--- config.mk ---
export PLATFORM = sky130hd
export DESIGN_NAME = kts_divider
export DESIGN_NICKNAME = d
export VERILOG_FILES = /design/src/rtl/kts_pkg.sv /design/src/rtl/kts_divider.sv
export SDC_FILE = /design/constraint.sdc
export NUM_CORES = 1
export LEC_CHECK = 0
export BUFFER_PORTS_ARGS = -buffer_cell sky130_fd_sc_hd__clkbuf_2
export CORE_ASPECT_RATIO = 0.8
export CORE_MARGIN = 2
export CORE_UTILIZATION = 57
export DETAILED_ROUTE_END_ITERATION = 10
export PLACE_DENSITY = 0.86
export SYNTH_ARGS = -nofsm -noshare
export SYNTH_HDL_FRONTEND = slang
export SYNTH_SLANG_ARGS = --single-unit
--- constraint.sdc ---
create_clock -name clock -period 3.9 [get_ports clock]
set_clock_uncertainty 0.15 [all_clocks]
set_input_delay 0.195 -clock clock [delete_from_list [all_inputs] [get_ports clock]]
set_output_delay 0.195 -clock clock [all_outputs]
set_load 0.005 [all_outputs]
--- src/rtl/kts_pkg.sv ---
// Types and constants shared by the keyframe table sampler
package kts_pkg;
   localparam int unsigned FRAC_BITS = 16;
   localparam logic [1:0] REG_PRESENT  = 2'd0;
   localparam logic [1:0] REG_START    = 2'd1;
   localparam logic [1:0] REG_END      = 2'd2;
   localparam logic [1:0] REG_INTERVAL = 2'd3;
   localparam logic OP_WRITE  = 1'b0;
   localparam logic OP_SAMPLE = 1'b1;
   localparam logic [30:0] INTERVAL_RESET = 31'd65536;

   typedef struct packed {
      logic        op;
      logic [4:0]  key_index;
      logic [2:0]  component;
      logic [31:0] key_value;
      logic [31:0] sample_time;
   } req_type;

   typedef struct packed {
      logic        found;
      logic [31:0] value_0;
      logic [31:0] value_1;
      logic [31:0] value_2;
      logic [31:0] value_3;
      logic [31:0] value_4;
      logic [31:0] value_5;
      logic [31:0] ratio_to_last;
      logic        ratio_fault;
   } rsp_type;

   typedef struct packed {
      logic        start;
      logic [63:0] dividend;
      logic [63:0] divisor;
   } div_req_type;

   typedef struct packed {
      logic        busy;
      logic        done;
      logic [63:0] quotient;
   } div_sts_type;
endpackage

--- src/rtl/kts_divider.sv ---
// Unsigned restoring divider, one quotient bit per cycle
module kts_divider
   import kts_pkg::*;
(
   input  logic        clock,
   input  logic        reset,
   input  div_req_type div_req,
   output div_sts_type div_sts
);
   logic [63:0] quo_ff, quo_in, rem_ff, rem_in, den_ff, den_in;
   logic [6:0]  cnt_ff, cnt_in;
   logic        busy_ff, busy_in, done_ff, done_in;
   logic [64:0] trial;
   logic [63:0] shifted;

   always_comb begin
      quo_in = quo_ff; rem_in = rem_ff; den_in = den_ff;
      cnt_in = cnt_ff; busy_in = busy_ff; done_in = 1'b0;
      shifted = {rem_ff[62:0], quo_ff[63]};
      trial = {1'b0, shifted} - {1'b0, den_ff};
      if (div_req.start) begin
         quo_in = div_req.dividend; rem_in = '0; den_in = div_req.divisor;
         cnt_in = 7'd64; busy_in = 1'b1;
      end else if (busy_ff) begin
         if (!trial[64] || rem_ff[63]) begin
            rem_in = trial[63:0];
            quo_in = {quo_ff[62:0], 1'b1};
         end else begin
            rem_in = shifted;
            quo_in = {quo_ff[62:0], 1'b0};
         end
         cnt_in = cnt_ff - 7'd1;
         if (cnt_ff == 7'd1) begin
            busy_in = 1'b0; done_in = 1'b1;
         end
      end
   end

   always_ff @(posedge clock) begin
      quo_ff <= quo_in; rem_ff <= rem_in; den_ff <= den_in; cnt_ff <= cnt_in;
      if (reset) begin
         busy_ff <= 1'b0; done_ff <= 1'b0;
      end else begin
         busy_ff <= busy_in; done_ff <= done_in;
      end
   end

   assign div_sts.busy = busy_ff;
   assign div_sts.done = done_ff;
   assign div_sts.quotient = quo_ff;
endmodule

==> results_dict.tcl <==
set metrics [dict create \
    nFillCells 1443 \
    final_cell_mix "clkbuf_2 (195), nand2_1 (145), dlygate4sd3_1 (130)" \
    critPathSlowestCell "fa_1" \
    rsz0062_at_grt "false" \
    clock_latency_ns 0.51 \
    ys_seq_area_share_pct 44.6 \
    fin_nets 1719 \
    numPortBuffers 196 \
    ys.warnings.count 0 \
    total_power_mw 5.75 \
    crit_chain "inv_1, ha_1, fa_1, nand2b_1, a21o_1, a21oi_1, o21ai_2, o21a_1, o21a_2, o21ai_2, a21o_2, buf_12, nand2_1, a311oi_1" \
    max_freq_mhz 271 \
    syn_nets 1428 \
    cts_setup_buffers 0 \
    initial_core_util_pct 57.8 \
    dr.pass1.iters 6 \
    multi_input_area_mm2 0.00592 \
    num_antenna_cells 0 \
    final_antenna_net_count 0 \
    ff_latch_area_mm2 0.00531 \
    endpoint "rem_ff[35]" \
    dieHeight_um 133 \
    cpLargestDelayFamily "compound AO/OA/AOI/OAI gates" \
    clock_sinks 201 \
    grt_pass1_wl_um 53700 \
    regToRegSetupSlack_ns 0.21 \
    clkTransAtPathRegs_ns 0.06 \
    cts_buffers 21 \
    setup_slack_ns 0.212 \
    power_density_mw_per_mm2 385 \
    post-route-period-util_pct 94.6 \
    critPathRequiredTime_ns 4.14 \
    root_buffer "clkbuf_16" \
    pre_cts_ws_ns 0.206 \
    areaGrowthSynthToFinish_pct 25.5 \
    fp.dieArea_mm2 0.0220 \
    worstMarginPinSlew_ns 0.973 \
    netlist_instances 1230 \
    hold_class "in2reg" \
    peakVddDrop_uv 377 \
    worst-path-buf-inv 2 \
    rows 47 \
    slowest_delay_ns 0.40 \
    slew_viol_final 0 \
    final_common_cell "clkbuf_2" \
    status "finished clean" \
    hpwlAfterDp_um 22300 \
    cp-startpoint "quo_ff[63]" \
    drc 0 \
    antenna_found_initial 0 \
    wl_um 34400 \
    gp_congestion 0.947 \
    rr_endpoint "rem_ff[35]" \
    cp_common_cell "o21ai_2" \
    drt_iter0_drc 1059 \
    io_pins 197 \
    end_kind "flip-flop" \
    die_x_um 165 \
    synth_cell_type_count 71 \
    clock_tree.buffer_depth 3 \
    synth-seq-cells 201 \
    grt_max_degree 141 \
    coreArea_mm2 0.0206 \
    syn_area_mm2 0.0119 \
    power_leakage_nw 6.42 \
    vias_per_cell 6.00 \
    grt_usage_pct 30.6 \
    criticalPathCategory "reg2reg" \
    period_needed_ns 3.69 \
    setup_viol 0 \
    startpoint_type "flip-flop" \
    grt-ovfl-total 0 \
    reg2reg_depth 14 \
    cp_max_fo 45 \
    maxCapViolCount 0 \
    async_flop_share_pct 0 \
    r2r-start "quo_ff[63]" \
    synth_flop_cell "edfxtp_1" \
    grt_pass1_vias 10500 \
    worstPathArrival_ns 3.93 \
    hold_viol 0 \
    slew_headroom_pct 35.2 \
    vias 10800 \
    layout-drive-gt1-share_pct 21.0 \
    tns_ns 0 \
    synth_edf_count 128 \
    avgSynthCellArea_um2 9.67 \
    routedWlPerCell_um 19.1 \
    htree_num_levels 1 \
    cts_tree "done" \
    worst-path-stages 14 \
]
layer usage:
layer	up-vias	part of all wire, %	global-route usage (%)
met5	-	0	0
met4	0	3.5	10.0
met3	94	9.6	6.54
met2	640	46	49.5
met1	5043	41	41.0
li1	5047	-	-
cell usage after synthesis (4+ instances only):
| library cell | instances | area, um^2 |
|---|---|---|
| nand2_1 | 145 | 544 |
| xnor2_1 | 33 | 289 |
| clkbuf_1 | 43 | 161 |
| nand3_1 | 17 | 85.1 |
| nand4_1 | 25 | 156 |
| buf_6 | 5 | 56.3 |
| nor2b_1 | 7 | 43.8 |
| nor4_1 | 5 | 31.3 |
| nor3_1 | 12 | 60.1 |
| ha_1 | 66 | 826 |
| edfxtp_1 | 128 | 3840 |
| o21a_1 | 11 | 82.6 |
| a211oi_1 | 8 | 60.1 |
| mux2_2 | 65 | 732 |
| buf_2 | 17 | 85.1 |
| and2_1 | 4 | 25.0 |
| a21oi_1 | 82 | 410 |
| nor2_1 | 96 | 360 |
| a31oi_1 | 6 | 37.5 |
| inv_1 | 90 | 338 |
| a311oi_1 | 41 | 359 |
| a21o_1 | 42 | 315 |
| xor2_1 | 22 | 193 |
| or3_1 | 11 | 68.8 |
| nand2b_1 | 10 | 62.6 |
| o21bai_1 | 16 | 120 |
| o21ai_0 | 56 | 280 |
| dfxtp_1 | 73 | 1460 |
| mux2i_1 | 8 | 80.1 |
| a32oi_1 | 8 | 70.1 |
| o211ai_1 | 7 | 52.6 |
| and3_1 | 4 | 25.0 |
worst register-to-register path: stages (launching register included):
cell	delay (ns)
edfxtp_1	0.35
inv_1	0.06
ha_1	0.22
fa_1	0.40
nand2b_1	0.20
a21o_1	0.17
a21oi_1	0.20
o21ai_2	0.16
o21a_1	0.21
o21a_2	0.25
o21ai_2	0.30
a21o_2	0.22
buf_12	0.22
nand2_1	0.12
a311oi_1	0.33
cell type report:
type | instances | share of cell area [%]
Clock inverter | 6 | 0.252
Timing Repair Buffer | 339 | 16.2
Tap cell | 269 | 2.26
Sequential cell | 201 | 35.6
Clock buffer | 31 | 3.84
Multi-Input combinational cell | 868 | 39.7
Inverter | 90 | 2.26
report_power, final:
group	switching, mW	internal [mW]	total [mW]	leakage, nW
logic	0.727	0.580	1.31	4.25
clock network	0.832	1.02	1.85	0.301
registers	0.118	2.47	2.58	1.87
total	1.68	4.07	5.75	6.42
how the worst min path moves through the flow:
| stage | startpoint | endpoint | slack (ns) | depth (start not counted) |
|---|---|---|---|---|
| global placement | reset | busy_ff | 0.22 | 2 |
| finish | div_req[18] | den_ff[18] | 0.24 | 2 |
| global route | div_req[39] | den_ff[39] | 0.24 | 2 |
| floorplan | reset | busy_ff | 0.12 | 1 |
| detailed placement | div_req[18] | den_ff[18] | 0.22 | 1 |
| CTS | div_req[18] | den_ff[18] | 0.23 | 2 |
metrics by stage:
step	area [um^2]	std cells	utilization (%)	hold slack (ns)
floorplan	11900	1230	-	0.117
global placement	13000	1637	63.2	0.218
detailed placement	13000	1637	63.2	0.224
CTS	14900	1804	72.4	0.230
global route	14900	1804	72.5	0.242
finish	14900	1804	72.5	0.244
what timing repair did:
action | CTS | global route
endpoints found under the setup margin | 0 | 25
endpoints found under the hold margin | 148 | 0
hold buffers | 130 | 0
gates resized for setup | 0 | 2
state kept, by name (all words and copies together) (netlist names):
register	flops
den_ff	64
quo_ff	64
rem_ff	64
cnt_ff	7
busy_ff	1
done_ff	1
cells by family (layout without fill, tap and decap cells):
kind of cell	Yosys count	count (layout)	synth area share (%)
buffers and inverters	161	466	5.78
multiplexers	73	73	6.83
XOR/XNOR	55	55	4.05
flip-flops	201	201	44.6
adder cells (fa/ha/maj)	67	67	7.11
AO/OA/AOI/OAI	322	322	18.3
AND/OR/NAND/NOR	351	351	13.3
Power figures use the tool's default switching activity.
